==> src/ccrk_pkg.sv <==
package ccrk_pkg;

  // alphabet and ascii anchors
  localparam int unsigned ALPHA_SIZE = 26;
  localparam int unsigned LETTER_W = 5;
  localparam logic [LETTER_W-1:0] LAST_LETTER = LETTER_W'(ALPHA_SIZE - 1);
  localparam logic [7:0] ASCII_UPPER_A = 8'h41;
  localparam logic [7:0] ASCII_UPPER_Z = 8'h5A;
  localparam logic [7:0] ASCII_LOWER_A = 8'h61;
  localparam logic [7:0] ASCII_LOWER_Z = 8'h7A;

  // register reset value: 'e'
  localparam logic [4:0] REF_LETTER_RESET = 5'd4;

  // defaults for top level parameters
  localparam int unsigned COUNT_WIDTH_DEF = 16;
  localparam int unsigned QUEUE_DEPTH_DEF = 4;

  // command and result kind codes
  localparam logic CMD_ANALYZE = 1'b0;
  localparam logic CMD_DECRYPT = 1'b1;
  localparam logic KIND_REPORT = 1'b0;
  localparam logic KIND_BYTE = 1'b1;

  typedef struct packed {
    logic       cmd;
    logic [7:0] in_byte;
    logic       is_last;
  } in_item_t;

  typedef struct packed {
    logic        kind;
    logic [7:0]  out_byte;
    logic [4:0]  shift_found;
    logic [15:0] top_count;
  } out_item_t;

  // classified item travelling from front to back
  typedef struct packed {
    logic                cmd;
    logic                is_last;
    logic                is_letter;
    logic                is_upper;
    logic [LETTER_W-1:0] letter_idx;
    logic [7:0]          raw_byte;
  } q_entry_t;

endpackage

==> src/caesar_frequency_cracker_unit.sv <==
// a decrypt byte passes the input queue and then the output register; a report follows
// its final analyze byte after the count, argmax walk and report states
// throughput: one item per cycle unless an output stall or the walk holds the back end,
// set by the single-ported histogram and queue head; a final analyze byte holds the back
// end for count, 26-step argmax walk and report; the input queue takes items until it fills
// reset: synchronous active-low rst_n clears counters, queue, shift and output valid,
// and sets the reference letter to 'e'
module caesar_frequency_cracker_unit #(
  parameter int unsigned COUNT_WIDTH = ccrk_pkg::COUNT_WIDTH_DEF,
  parameter int unsigned QUEUE_DEPTH = ccrk_pkg::QUEUE_DEPTH_DEF
) (
  input  logic                clk,
  input  logic                rst_n,
  input  logic                in_valid,
  output logic                in_ready,
  input  ccrk_pkg::in_item_t  in_data,
  output logic                out_valid,
  input  logic                out_ready,
  output ccrk_pkg::out_item_t out_data,
  input  logic                cfg_wr_en,
  input  logic [4:0]          cfg_wr_data
);
  import ccrk_pkg::*;

  logic     q_full;
  logic     q_push;
  logic     q_pop;
  logic     q_valid;
  q_entry_t q_wdata;
  q_entry_t q_rdata;

  // accept and classify
  ccrk_front u_front (
    .in_valid (in_valid),
    .in_ready (in_ready),
    .in_data  (in_data),
    .q_full   (q_full),
    .q_push   (q_push),
    .q_wdata  (q_wdata)
  );

  // decoupling queue
  ccrk_fifo #(
    .DEPTH (QUEUE_DEPTH)
  ) u_fifo (
    .clk    (clk),
    .rst_n  (rst_n),
    .push   (q_push),
    .wdata  (q_wdata),
    .full   (q_full),
    .pop    (q_pop),
    .rvalid (q_valid),
    .rdata  (q_rdata)
  );

  // histogram, argmax and decrypt
  ccrk_back #(
    .COUNT_WIDTH (COUNT_WIDTH)
  ) u_back (
    .clk         (clk),
    .rst_n       (rst_n),
    .cfg_wr_en   (cfg_wr_en),
    .cfg_wr_data (cfg_wr_data),
    .q_valid     (q_valid),
    .q_rdata     (q_rdata),
    .q_pop       (q_pop),
    .out_valid   (out_valid),
    .out_ready   (out_ready),
    .out_data    (out_data)
  );

endmodule

==> src/ccrk_front.sv <==
module ccrk_front (
  input  logic               in_valid,
  output logic               in_ready,
  input  ccrk_pkg::in_item_t in_data,
  input  logic               q_full,
  output logic               q_push,
  output ccrk_pkg::q_entry_t q_wdata
);
  import ccrk_pkg::*;

  logic upper_hit;
  logic lower_hit;

  // letter detection on raw byte
  assign upper_hit = (in_data.in_byte >= ASCII_UPPER_A) && (in_data.in_byte <= ASCII_UPPER_Z);
  assign lower_hit = (in_data.in_byte >= ASCII_LOWER_A) && (in_data.in_byte <= ASCII_LOWER_Z);

  // accept while queue has room
  assign in_ready = !q_full;
  assign q_push   = in_valid && !q_full;

  // classified entry
  always_comb begin
    q_wdata.cmd       = in_data.cmd;
    q_wdata.is_last   = in_data.is_last;
    q_wdata.is_letter = upper_hit || lower_hit;
    q_wdata.is_upper  = upper_hit;
    q_wdata.raw_byte  = in_data.in_byte;
    if (upper_hit) begin
      q_wdata.letter_idx = LETTER_W'(in_data.in_byte - ASCII_UPPER_A);
    end else if (lower_hit) begin
      q_wdata.letter_idx = LETTER_W'(in_data.in_byte - ASCII_LOWER_A);
    end else begin
      q_wdata.letter_idx = '0;
    end
  end

endmodule

==> src/ccrk_fifo.sv <==
module ccrk_fifo #(
  parameter int unsigned DEPTH = ccrk_pkg::QUEUE_DEPTH_DEF
) (
  input  logic               clk,
  input  logic               rst_n,
  input  logic               push,
  input  ccrk_pkg::q_entry_t wdata,
  output logic               full,
  input  logic               pop,
  output logic               rvalid,
  output ccrk_pkg::q_entry_t rdata
);
  import ccrk_pkg::*;

  localparam int unsigned PTR_W = (DEPTH > 1) ? $clog2(DEPTH) : 1;
  localparam int unsigned CNT_W = $clog2(DEPTH + 1);
  localparam logic [PTR_W-1:0] PTR_LAST = PTR_W'(DEPTH - 1);

  q_entry_t           store_r [DEPTH];
  logic [PTR_W-1:0]   wr_ptr_r;
  logic [PTR_W-1:0]   wr_ptr_nxt;
  logic [PTR_W-1:0]   rd_ptr_r;
  logic [PTR_W-1:0]   rd_ptr_nxt;
  logic [CNT_W-1:0]   fill_r;
  logic [CNT_W-1:0]   fill_nxt;
  logic               do_push;
  logic               do_pop;

  assign full    = (fill_r == CNT_W'(DEPTH));
  assign rvalid  = (fill_r != '0);
  assign rdata   = store_r[rd_ptr_r];
  assign do_push = push && !full;
  assign do_pop  = pop && rvalid;

  // pointer and fill tracking
  always_comb begin
    wr_ptr_nxt = wr_ptr_r;
    rd_ptr_nxt = rd_ptr_r;
    fill_nxt   = fill_r;
    if (do_push) begin
      wr_ptr_nxt = (wr_ptr_r == PTR_LAST) ? '0 : wr_ptr_r + 1'b1;
    end
    if (do_pop) begin
      rd_ptr_nxt = (rd_ptr_r == PTR_LAST) ? '0 : rd_ptr_r + 1'b1;
    end
    if (do_push && !do_pop) begin
      fill_nxt = fill_r + 1'b1;
    end else if (do_pop && !do_push) begin
      fill_nxt = fill_r - 1'b1;
    end
  end

  always_ff @(posedge clk) begin
    if (!rst_n) begin
      wr_ptr_r <= '0;
      rd_ptr_r <= '0;
      fill_r   <= '0;
    end else begin
      wr_ptr_r <= wr_ptr_nxt;
      rd_ptr_r <= rd_ptr_nxt;
      fill_r   <= fill_nxt;
    end
  end

  // entry storage
  always_ff @(posedge clk) begin
    if (do_push) begin
      store_r[wr_ptr_r] <= wdata;
    end
  end

endmodule

==> src/ccrk_back.sv <==
module ccrk_back #(
  parameter int unsigned COUNT_WIDTH = ccrk_pkg::COUNT_WIDTH_DEF
) (
  input  logic                clk,
  input  logic                rst_n,
  input  logic                cfg_wr_en,
  input  logic [4:0]          cfg_wr_data,
  input  logic                q_valid,
  input  ccrk_pkg::q_entry_t  q_rdata,
  output logic                q_pop,
  output logic                out_valid,
  input  logic                out_ready,
  output ccrk_pkg::out_item_t out_data
);
  import ccrk_pkg::*;

  typedef enum logic [2:0] {
    ST_IDLE   = 3'b001,
    ST_WALK   = 3'b010,
    ST_REPORT = 3'b100
  } state_t;

  localparam logic [COUNT_WIDTH-1:0] COUNT_MAX = {COUNT_WIDTH{1'b1}};

  state_t                  state_r;
  state_t                  state_nxt;
  logic [COUNT_WIDTH-1:0]  counts_r [ALPHA_SIZE];
  logic [4:0]              ref_letter_r;
  logic [LETTER_W-1:0]     shift_r;
  logic [LETTER_W-1:0]     shift_nxt;
  logic [LETTER_W-1:0]     walk_idx_r;
  logic [LETTER_W-1:0]     walk_idx_nxt;
  logic [LETTER_W-1:0]     best_idx_r;
  logic [LETTER_W-1:0]     best_idx_nxt;
  logic [COUNT_WIDTH-1:0]  best_cnt_r;
  logic [COUNT_WIDTH-1:0]  best_cnt_nxt;
  logic                    out_valid_r;
  logic                    out_valid_nxt;
  out_item_t               out_data_r;
  out_item_t               out_data_nxt;

  logic                    out_free;
  logic                    out_load;
  logic [LETTER_W-1:0]     rd_idx;
  logic [COUNT_WIDTH-1:0]  rd_cnt;
  logic                    cnt_we;
  logic                    cnt_clr;
  logic [LETTER_W-1:0]     ref_mod;
  logic [LETTER_W:0]       est_shift;
  logic [LETTER_W:0]       dec_idx;
  logic [31:0]             best_cnt_ext;
  logic [15:0]             top_cnt;
  logic [7:0]              dec_byte;

  assign out_free  = !out_valid_r || out_ready;
  assign out_valid = out_valid_r;
  assign out_data  = out_data_r;

  // single counter read port, shared by increment and walk
  assign rd_idx = (state_r == ST_WALK) ? walk_idx_r : q_rdata.letter_idx;
  assign rd_cnt = counts_r[rd_idx];

  // reference folded into 0..25
  assign ref_mod = (ref_letter_r >= 5'(ALPHA_SIZE)) ? ref_letter_r - 5'(ALPHA_SIZE)
                                                   : ref_letter_r;

  // shift = (best - ref) mod 26
  assign est_shift = (best_idx_r >= ref_mod)
                   ? {1'b0, best_idx_r} - {1'b0, ref_mod}
                   : {1'b0, best_idx_r} + 6'(ALPHA_SIZE) - {1'b0, ref_mod};

  // winning count clipped to 16 bits
  assign best_cnt_ext = 32'(best_cnt_r);
  assign top_cnt = (best_cnt_ext > 32'h0000_FFFF) ? 16'hFFFF : best_cnt_ext[15:0];

  // decrypt: shift letter back, keep case
  assign dec_idx = (q_rdata.letter_idx >= shift_r)
                 ? {1'b0, q_rdata.letter_idx} - {1'b0, shift_r}
                 : {1'b0, q_rdata.letter_idx} + 6'(ALPHA_SIZE) - {1'b0, shift_r};

  always_comb begin
    if (!q_rdata.is_letter) begin
      dec_byte = q_rdata.raw_byte;
    end else if (q_rdata.is_upper) begin
      dec_byte = ASCII_UPPER_A + {3'b000, dec_idx[LETTER_W-1:0]};
    end else begin
      dec_byte = ASCII_LOWER_A + {3'b000, dec_idx[LETTER_W-1:0]};
    end
  end

  // sequencer: count or decrypt, walk for argmax, report
  always_comb begin
    state_nxt    = state_r;
    walk_idx_nxt = walk_idx_r;
    best_idx_nxt = best_idx_r;
    best_cnt_nxt = best_cnt_r;
    shift_nxt    = shift_r;
    q_pop        = 1'b0;
    cnt_we       = 1'b0;
    cnt_clr      = 1'b0;
    out_load     = 1'b0;
    out_data_nxt = out_data_r;
    case (state_r)
      ST_IDLE: begin
        if (q_valid) begin
          if (q_rdata.cmd == CMD_DECRYPT) begin
            if (out_free) begin
              q_pop                    = 1'b1;
              out_load                 = 1'b1;
              out_data_nxt.kind        = KIND_BYTE;
              out_data_nxt.out_byte    = dec_byte;
              out_data_nxt.shift_found = shift_r;
              out_data_nxt.top_count   = '0;
            end
          end else begin
            q_pop  = 1'b1;
            cnt_we = q_rdata.is_letter && (rd_cnt != COUNT_MAX);
            if (q_rdata.is_last) begin
              state_nxt    = ST_WALK;
              walk_idx_nxt = '0;
              best_idx_nxt = '0;
              best_cnt_nxt = '0;
            end
          end
        end
      end
      ST_WALK: begin
        if (rd_cnt > best_cnt_r) begin
          best_idx_nxt = walk_idx_r;
          best_cnt_nxt = rd_cnt;
        end
        if (walk_idx_r == LAST_LETTER) begin
          state_nxt = ST_REPORT;
        end else begin
          walk_idx_nxt = walk_idx_r + 1'b1;
        end
      end
      ST_REPORT: begin
        if (out_free) begin
          out_load                 = 1'b1;
          cnt_clr                  = 1'b1;
          shift_nxt                = est_shift[LETTER_W-1:0];
          out_data_nxt.kind        = KIND_REPORT;
          out_data_nxt.out_byte    = '0;
          out_data_nxt.shift_found = est_shift[LETTER_W-1:0];
          out_data_nxt.top_count   = top_cnt;
          state_nxt                = ST_IDLE;
        end
      end
      default: begin
        state_nxt = ST_IDLE;
      end
    endcase
  end

  // output register handshake
  always_comb begin
    if (out_load) begin
      out_valid_nxt = 1'b1;
    end else if (out_ready) begin
      out_valid_nxt = 1'b0;
    end else begin
      out_valid_nxt = out_valid_r;
    end
  end

  // control and latched state
  always_ff @(posedge clk) begin
    if (!rst_n) begin
      state_r      <= ST_IDLE;
      shift_r      <= '0;
      ref_letter_r <= REF_LETTER_RESET;
      out_valid_r  <= 1'b0;
    end else begin
      state_r     <= state_nxt;
      shift_r     <= shift_nxt;
      out_valid_r <= out_valid_nxt;
      if (cfg_wr_en) begin
        ref_letter_r <= cfg_wr_data;
      end
    end
  end

  // walk and result payload
  always_ff @(posedge clk) begin
    walk_idx_r <= walk_idx_nxt;
    best_idx_r <= best_idx_nxt;
    best_cnt_r <= best_cnt_nxt;
    out_data_r <= out_data_nxt;
  end

  // letter histogram
  always_ff @(posedge clk) begin
    if (!rst_n || cnt_clr) begin
      for (int i = 0; i < ALPHA_SIZE; i++) begin
        counts_r[i] <= '0;
      end
    end else if (cnt_we) begin
      counts_r[rd_idx] <= rd_cnt + 1'b1;
    end
  end

endmodule

==> config.mk <==
export PLATFORM = sky130hd
export DESIGN_NAME = caesar_frequency_cracker_unit
export DESIGN_NICKNAME = d
export VERILOG_FILES = /design/src/ccrk_pkg.sv /design/src/caesar_frequency_cracker_unit.sv /design/src/ccrk_front.sv /design/src/ccrk_fifo.sv /design/src/ccrk_back.sv
export SDC_FILE = /design/constraint.sdc
export NUM_CORES = 1
export LEC_CHECK = 0
export BUFFER_PORTS_ARGS = -buffer_cell sky130_fd_sc_hd__buf_2
export CORE_MARGIN = 1
export CORE_UTILIZATION = 40
export DETAILED_ROUTE_END_ITERATION = 10
export PLACE_DENSITY = 0.61
export SLEW_MARGIN = 20
export SYNTH_ARGS = -nofsm -noshare
export SYNTH_HDL_FRONTEND = slang
export SYNTH_HIERARCHICAL = 1
export SYNTH_SLANG_ARGS = --single-unit
==> constraint.sdc <==
create_clock -name clk -period 6.75 [get_ports clk]
set_input_delay 1.0125 -clock clk [delete_from_list [all_inputs] [get_ports clk]]
set_output_delay 1.0125 -clock clk [all_outputs]
set_load 0.02 [all_outputs]
# Word-level counts from Yosys, hierarchy flattened

Memory sizes are Yosys's and may differ from the RTL's. A register that Yosys moved wholly into a read port is not among the register bits.
Cells that the tools add are included.

Bits in registers: 77
Bits in latches: 0
Bits in writable memories: 484
ROM bits: 0
Input port bits: 20
Output and inout bits: 32
Logic and storage cells: 147
Memories kept: 2

Add/sub/neg operators: 17
Multiply operators: 0
Div/mod/pow operators: 0
Magnitude comparators: 9
Eq/ne operators: 17
Shift-type cells: 0
Muxes and demuxes: 61
Bitwise gates (word level): 0
Reductions and logical operators: 27

Memories:

| name            | words | width | rd ports | clocked after memory_dff | wr ports | line            | text |
|---|---|---|---|---|---|---|---|
| u_back.counts_r | 26    | 16    | 1        | 0                        | 26       | ccrk_back.sv:27 | `logic [COUNT_WIDTH-1:0] counts_r [ALPHA_SIZE];` |
| u_fifo.store_r  | 4     | 17    | 1        | 1                        | 1        | ccrk_fifo.sv:19 | `q_entry_t store_r [DEPTH];` |

Operators by type and width:

| kind                  | count |
|---|---|
| $mux 30               | 4 |
| $mux 16               | 6 |
| $mux 5                | 12 |
| $pmux 30 s2           | 1 |
| $pmux 16 s2           | 1 |
| $mux 3                | 7 |
| $mux 1                | 20 |
| $pmux 5 s2            | 2 |
| $reduce_and 5->1      | 4 |
| $sub 5x5->5           | 4 |
| $add 16x1->16 const B | 1 |
| $add 7x5->8 const A   | 2 |
| $ge 8x7->1 const B    | 2 |
| $gt 16x16->1          | 1 |
| $gt 16x16->1 const B  | 1 |
| $le 8x7->1 const B    | 2 |
| $mux 8                | 2 |
| $ne 16x16->1 const B  | 1 |
| $reduce_or 16->1      | 1 |
| $ne 2x2->1 const B    | 7 |
| $add 5x5->5 const B   | 2 |
| $ge 5x5->1            | 2 |
| $sub 5x1->5 const B   | 2 |
| $pmux 3 s3            | 1 |
| 20 further kinds      | 43 |

# Longest topological paths before layout

Gate-level depths: netlist (run 1).
An unclocked memory read counts as a cell.

Word-level depth: 13
Mapped depth: 24
Depth with buffers taken out: 17

# Modules after synthesis

The synthesis (run 1) kept the hierarchy.

Modules (own cells, without submodules):

| module     | instances | cells an instance | area an instance (um2) | sequential area each (um2) |
|---|---|---|---|---|
| ccrk_back  | 1         | 2418              | 28318.4                | 17336.6 |
| ccrk_fifo  | 1         | 140               | 2974.1                 | 2222.1 |
| ccrk_front | 1         | 39                | 294.0                  | 0.0 |

# Worst setup path before layout (run 1)

Ideal clock, no wire load.

Path type: register to register
Start: register (tool-made name)
End: memory u_back/counts_r[30][0] in the netlist's numbering (enable)
Setup time: 0.436 ns
Arrival time: 5.545 ns
Data required time: 6.314 ns
Path slack: 0.769 ns
Stages on the path, launching flop included: 21
Path buffers: 10
Period minus slack after synthesis: 5.981 ns
Path through: dfxtp_1 buf_6 buf_12 mux4_2 clkbuf_1 a21o_1 buf_2 buf_4 buf_2 buf_2 a2111oi_0 a2111oi_0 and4_1 clkbuf_1 clkbuf_1 ha_1 inv_1 nor4_2 nand4_1 buf_2 nor4b_1

RTL lines:

| item             | line |
|---|---|
| end: declaration | ccrk_back.sv:27 |

==> results.yml, run 1 <==
die:
  num_rows: 102
  core-area_mm2: 0.0778
  dieHeight_um: 283
  fp.dieW_um: 283
  start_util_pct: 40.6
  pin_count: 52
  die-area_mm2: 0.0801
clock_tree:
  hold_buffers: 0
  root_buffer: "clkbuf_16"
  cts-buffers-inserted: 73
  cts.clk_slew.worst_paths_ns: 0.06
  clock_latency_ns: 0.64
  cts_max_level: 3
  clock_sinks: 659
  cts_setup_buffers: 0
  clock_path_buffers: 3
  cts_tree: "built"
  cts_resized: 0
critical_path:
  cp_data_required_time_ns: 7.11
  end_kind: "register"
  cp-start-kind: "register"
  crit_fanout: 28
  reg2regPathDepth: 15
  critPathSlowestCell: "a2111oi_1"
  rrSetupSlack_ns: 0.42
  worst_ep_arrival_time_ns: 6.69
  crit_end: "u_back/counts_r[21][7]$_SDFFCE_PN0P_"
  crit_top_cell: "buf_4"
  path_cells: "mux4_2 > nor3b_1 > mux2i_2 > buf_4 > a2111oi_0 > a2111oi_1 > buf_4 > and4_1 > buf_4 > buf_4 > and2_0 > nand4_1 > xnor2_2 > buf_12 > nor2_1"
  cp_slowest_stage_delay_ns: 0.80
  r2r-end: "u_back/counts_r[21][7]$_SDFFCE_PN0P_"
  critical_path_class: "register to register"
timing:
  fin_crit_ns: 6.33
  fin_skew_ns: 0.0328
  min_period_over_period_pct: 93.7
  finalSetupViolCount: 0
  final_hold_viol_count: 0
  worst_pin_slew_ns: 1.27
  fmax_mhz: 158
  rsz0062_at_grt: "no"
  final_max_slew_viol_count: 0
  fin_setup_tns_ns: 0
  slew_headroom_pct: 14.9
yosys:
  ys_seq_area_share_pct: 61.9
  synth_area_mm2: 0.0316
  synth_cell_types: 65
  yosysWarnings: 6
  synth_ff_type: "edfxtp_1"
  avgSynthCellArea_um2: 12.2
  synth_cells: 2597
  synth_nets: 2674
  synth_edf_count: 636
  synth_area_leaders: "edfxtp_1 (60%), a2111oi_0 (7.1%), nor2_1 (6.0%), a211oi_1 (4.8%), inv_1 (3.2%)"
  ys_ff_latch: 659
  yosysTopAreaCellShare_pct: 60.5
  yosysTopAreaCell: "edfxtp_1"
  synth-async-reset-ratio_pct: 0
placement:
  gp_congestion: 0.958
  io_buffer_count: 51
  dp_hpwl_mm: 68.3
cells_and_area:
  syn_to_final_growth_pct: 16.1
  nNetsFinal: 2816
  layout_common_cells: "edfxtp_1 (636), nor2_1 (497), inv_1 (272)"
  fillerInstances: 6971
  drive_above_1_share_pct: 17.2
  layout_commonest_cell: "edfxtp_1"
grt:
  grt_pass1_vias: 22200
  grt_max_degree: 136
  track_usage_pct: 25.0
  overflow: 0
  grt_pass1_wl_mm: 149
  antenna_found_initial: 6
route:
  finalWirelength_mm: 102
  dr.pass1.iters: 8
  drt-vias-per-instance: 5.99
  vias: 23000
  first_iter_violations: 2870
  ant_nets: 0
  drc: 0
  wl_per_cell_um: 26.5
min_path:
  hp-class: "register to register"
  hold_depth: 2
outcome:
  status: "completed"
run:
  max-cap-violations: 0
[registers in the layout (all words and copies together) (netlist names), named ones only]
name / cells
u_back/best_cnt_r: 16
u_back/best_idx_r: 5
u_back/counts_r: 512
u_back/out_data: 30
u_back/out_valid: 1
u_back/ref_letter_r: 5
u_back/shift_r: 5
u_back/state_r: 3
u_back/walk_idx_r: 5
u_fifo/fill_r: 3
u_fifo/rd_ptr_r: 2
u_fifo/store_r: 68
u_fifo/wr_ptr_r: 2
[routing by layer]
metal | GRT usage, % | up-vias | share of wire [%]
met5 | 0 | - | 0.037
met4 | 13.0 | 6 | 5.5
met3 | 5.88 | 265 | 10
met2 | 38.4 | 1295 | 45
met1 | 32.8 | 11400 | 39
li1 | - | 9954 | -
[metrics by stage]
| stage | cells | setup WS (ns) | area, um^2 | hold slack, ns | util, % |
|---|---|---|---|---|---|
| 4_1_cts | 3833 | 0.442 | 36700 | 0.503 | 47.1 |
| 5_1_grt | 3833 | 0.288 | 36700 | 0.557 | 47.1 |
| 2_1_floorplan | 2597 | 0.769 | 31600 | 0.468 | - |
| 3_5_place_dp | 3704 | 0.526 | 34400 | 0.495 | 44.2 |
| 6_report | 3834 | 0.422 | 36700 | 0.512 | 47.1 |
| 3_3_place_gp | 3702 | 0.545 | 34400 | 0.476 | 44.2 |
[area by class of cell]
cell class	instances	area [um^2]	share of cell area (%)
antenna	1	2.50	0.00682
clock buffer	99	1970	5.36
clock inverter	30	249	0.679
inverter	278	1040	2.85
multi-input combinational	1426	10100	27.5
sequential	659	19600	53.3
tap	1040	1300	3.55
timing repair buffer	301	2460	6.71
[synthesized netlist by cell type, drive strengths merged (4+ instances only)]
library cell	n
a2111oi	256
a211oi	203
a21o	10
a21oi	20
a31oi	4
and2	13
and3b	4
buf	119
clkbuf	115
dfxtp	23
edfxtp	636
fa	7
ha	50
inv	276
mux2	5
mux2i	83
mux4	17
nand2	50
nand2b	7
nand3	34
nand3b	9
nand4	28
nor2	501
nor2b	8
nor3	8
nor3b	9
nor4	5
o21a	7
o21ai	21
o31ai	5
xnor2	30
xor2	6
[critical path: cells and delay by family (launching register included)]
kind	cells	cell delay [ns]
xor gates and xnor gates	1	0.63
and+or+nand+nor	5	1.14
AOI/OAI and AO/OA	2	0.90
buffers and inverters	5	1.50
muxes	2	1.31
DFF	1	0.53
[how the worst min path moves through the flow]
stage / from / end
floorplan: u_fifo/wr_ptr_r[1]$_SDFFE_PN0P_ / u_fifo/wr_ptr_r[1]$_SDFFE_PN0P_
global placement: u_fifo/wr_ptr_r[1]$_SDFFE_PN0P_ / u_fifo/wr_ptr_r[1]$_SDFFE_PN0P_
detailed placement: u_fifo/wr_ptr_r[1]$_SDFFE_PN0P_ / u_fifo/wr_ptr_r[1]$_SDFFE_PN0P_
CTS: u_fifo/wr_ptr_r[1]$_SDFFE_PN0P_ / u_fifo/wr_ptr_r[1]$_SDFFE_PN0P_
global route: u_fifo/wr_ptr_r[0]$_SDFFE_PN0P_ / u_fifo/wr_ptr_r[0]$_SDFFE_PN0P_
finish: u_fifo/wr_ptr_r[1]$_SDFFE_PN0P_ / u_fifo/wr_ptr_r[1]$_SDFFE_PN0P_
[logic make-up (layout without fill, tap and decap cells)]
group	count (synthesis)	after routing	share of synthesized area [%]
AO/OA/AOI/OAI	535	535	13.5
XOR/XNOR	36	36	1.21
adder cells (fa/ha/maj)	57	57	2.42
buffers and inverters	512	708	6.95
flip-flops	659	659	61.9
multiplexers	105	105	4.16
other	0	1	0
AND/OR/NAND/NOR	693	693	9.88
Power of run 1 is not shown: default switching activity piles up to over one toggle a cycle in this logic, so the estimate is an artifact.
==> inputs of run 2 (changes only) <==
==> constraint.sdc (replaced) <==
create_clock -name clk -period 6.75 [get_ports clk]
set_input_delay 1.6875 -clock clk [delete_from_list [all_inputs] [get_ports clk]]
set_output_delay 1.6875 -clock clk [all_outputs]
set_load 0.02 [all_outputs]
==> results.yml, run 2 (synthesized netlist as in run 1, its figures left out) <==
outcome:
  status: "completed"
clock_tree:
  clock_latency_ns: 0.64
  root_buffer: "clkbuf_16"
  cts-buffers-inserted: 72
  cts_resized: 0
  hold_buffers: 0
  cts_max_level: 3
  cts_tree: "built"
  clock_path_buffers: 3
  cts.clk_slew.worst_paths_ns: 0.06
  cts_setup_buffers: 0
  clock_sinks: 659
die:
  start_util_pct: 40.6
  fp.dieW_um: 283
  core-area_mm2: 0.0778
  pin_count: 52
  die-area_mm2: 0.0801
  num_rows: 102
  dieHeight_um: 283
critical_path:
  r2r-end: "u_back/counts_r[18][7]$_SDFFCE_PN0P_"
  cp_data_required_time_ns: 7.11
  crit_fanout: 28
  rrSetupSlack_ns: 0.31
  crit_end: "u_back/counts_r[18][7]$_SDFFCE_PN0P_"
  critical_path_class: "register to register"
  end_kind: "register"
  cp-start-kind: "register"
  worst_ep_arrival_time_ns: 6.80
  reg2regPathDepth: 15
timing:
  min_period_over_period_pct: 95.4
  whs_ns: 0.510
  slew_headroom_pct: 13.6
  worst_pin_slew_ns: 1.26
  fmax_mhz: 155
  rsz0062_at_grt: "no"
  final_hold_viol_count: 0
  final_max_slew_viol_count: 0
  finalSetupViolCount: 0
  fin_setup_tns_ns: 0
  fin_skew_ns: 0.0372
  fin_crit_ns: 6.44
grt:
  track_usage_pct: 24.9
  overflow: 0
  antenna_found_initial: 4
  grt_pass1_vias: 22300
  grt_max_degree: 136
  grt_pass1_wl_mm: 148
route:
  vias: 22900
  drt-vias-per-instance: 5.96
  first_iter_violations: 2746
  finalWirelength_mm: 101
  ant_nets: 0
  wl_per_cell_um: 26.3
  dr.pass1.iters: 5
  drc: 0
cells_and_area:
  layout_common_cells: "edfxtp_1 (636), nor2_1 (497), inv_1 (272)"
  regMostFlops: "u_back/counts_r"
  drive_above_1_share_pct: 17.7
  layout_commonest_cell: "edfxtp_1"
  fillerInstances: 6897
  nNetsFinal: 2818
  syn_to_final_growth_pct: 16.7
  largest_register_ffs: 512
  fin_area_mm2: 0.0369
min_path:
  hold_depth: 2
  hp-class: "register to register"
placement:
  gp_congestion: 0.959
  io_buffer_count: 51
  dp_hpwl_mm: 68.3
  placed_area_mm2: 0.0345
run:
  max-cap-violations: 0
==> run 2: cell count changes in the layout (fill, tap and decap cells not counted), moves of 2 or more <==
cell | previous run | this run
inv_16 | 2 | 0
buf_4 | 222 | 225
clkinvlp_4 | 3 | 1
clkbuf_1 | 23 | 21
clkinv_2 | 10 | 16
bufinv_16 | 2 | 7
clkinv_1 | 11 | 7
==> run 2: worst min path at each step <==
stage	from	endpoint	slack [ns]
4_1_cts	u_fifo/wr_ptr_r[1]$_SDFFE_PN0P_	u_fifo/wr_ptr_r[1]$_SDFFE_PN0P_	0.51
6_report	u_fifo/wr_ptr_r[1]$_SDFFE_PN0P_	u_fifo/wr_ptr_r[1]$_SDFFE_PN0P_	0.51
3_5_place_dp	u_fifo/wr_ptr_r[1]$_SDFFE_PN0P_	u_fifo/wr_ptr_r[1]$_SDFFE_PN0P_	0.51
5_1_grt	u_back/shift_r[4]$_SDFFE_PN0P_	u_back/shift_r[4]$_SDFFE_PN0P_	0.55
2_1_floorplan	u_fifo/wr_ptr_r[1]$_SDFFE_PN0P_	u_fifo/wr_ptr_r[1]$_SDFFE_PN0P_	0.47
3_3_place_gp	u_fifo/wr_ptr_r[1]$_SDFFE_PN0P_	u_fifo/wr_ptr_r[1]$_SDFFE_PN0P_	0.48
==> run 2: cell type report <==
cell class,count,area (um^2),share of cell area (%)
tap,1040,1300,3.53
clock inverter,36,414,1.12
sequential,659,19600,53.1
multi-input combinational,1426,10100,27.4
inverter,278,1040,2.83
clock buffer,98,1970,5.35
antenna,2,5.00,0.0136
timing repair buffer,304,2480,6.74
==> run 2: metal layers <==
| metal | global-route usage (%) | part of all wire (%) | wire (um) |
|---|---|---|---|
| met5 | 0 | 0.029 | 29 |
| met4 | 12.6 | 5.7 | 5770 |
| met3 | 6.19 | 11 | 10600 |
| met2 | 38.5 | 45 | 45500 |
| met1 | 32.5 | 39 | 39100 |
==> run 2: through the flow <==
step / std cells / utilization [%] / setup slack (ns)
final: 3843 / 47.4 / 0.308
after CTS: 3841 / 47.3 / 0.608
after floorplan: 2597 / - / 0.769
after global routing: 3841 / 47.3 / 0.268
after global placement: 3705 / 44.2 / 0.637
after detailed placement: 3707 / 44.3 / 0.635
==> run 2: worst max-delay path: stages (launching register included) <==
cell and delay, ns:
dfxtp_1 0.51, mux4_2 0.66, nor3b_1 0.19, mux2i_2 0.67, buf_4 0.40, a2111oi_0 0.09
a2111oi_0 0.87, buf_4 0.26, and4_1 0.28, buf_4 0.15, buf_4 0.46, and2_0 0.42
nand4_1 0.21, xnor2_2 0.66, buf_12 0.25, nor2_1 0.07
Power of run 2 is left out for the same reason.
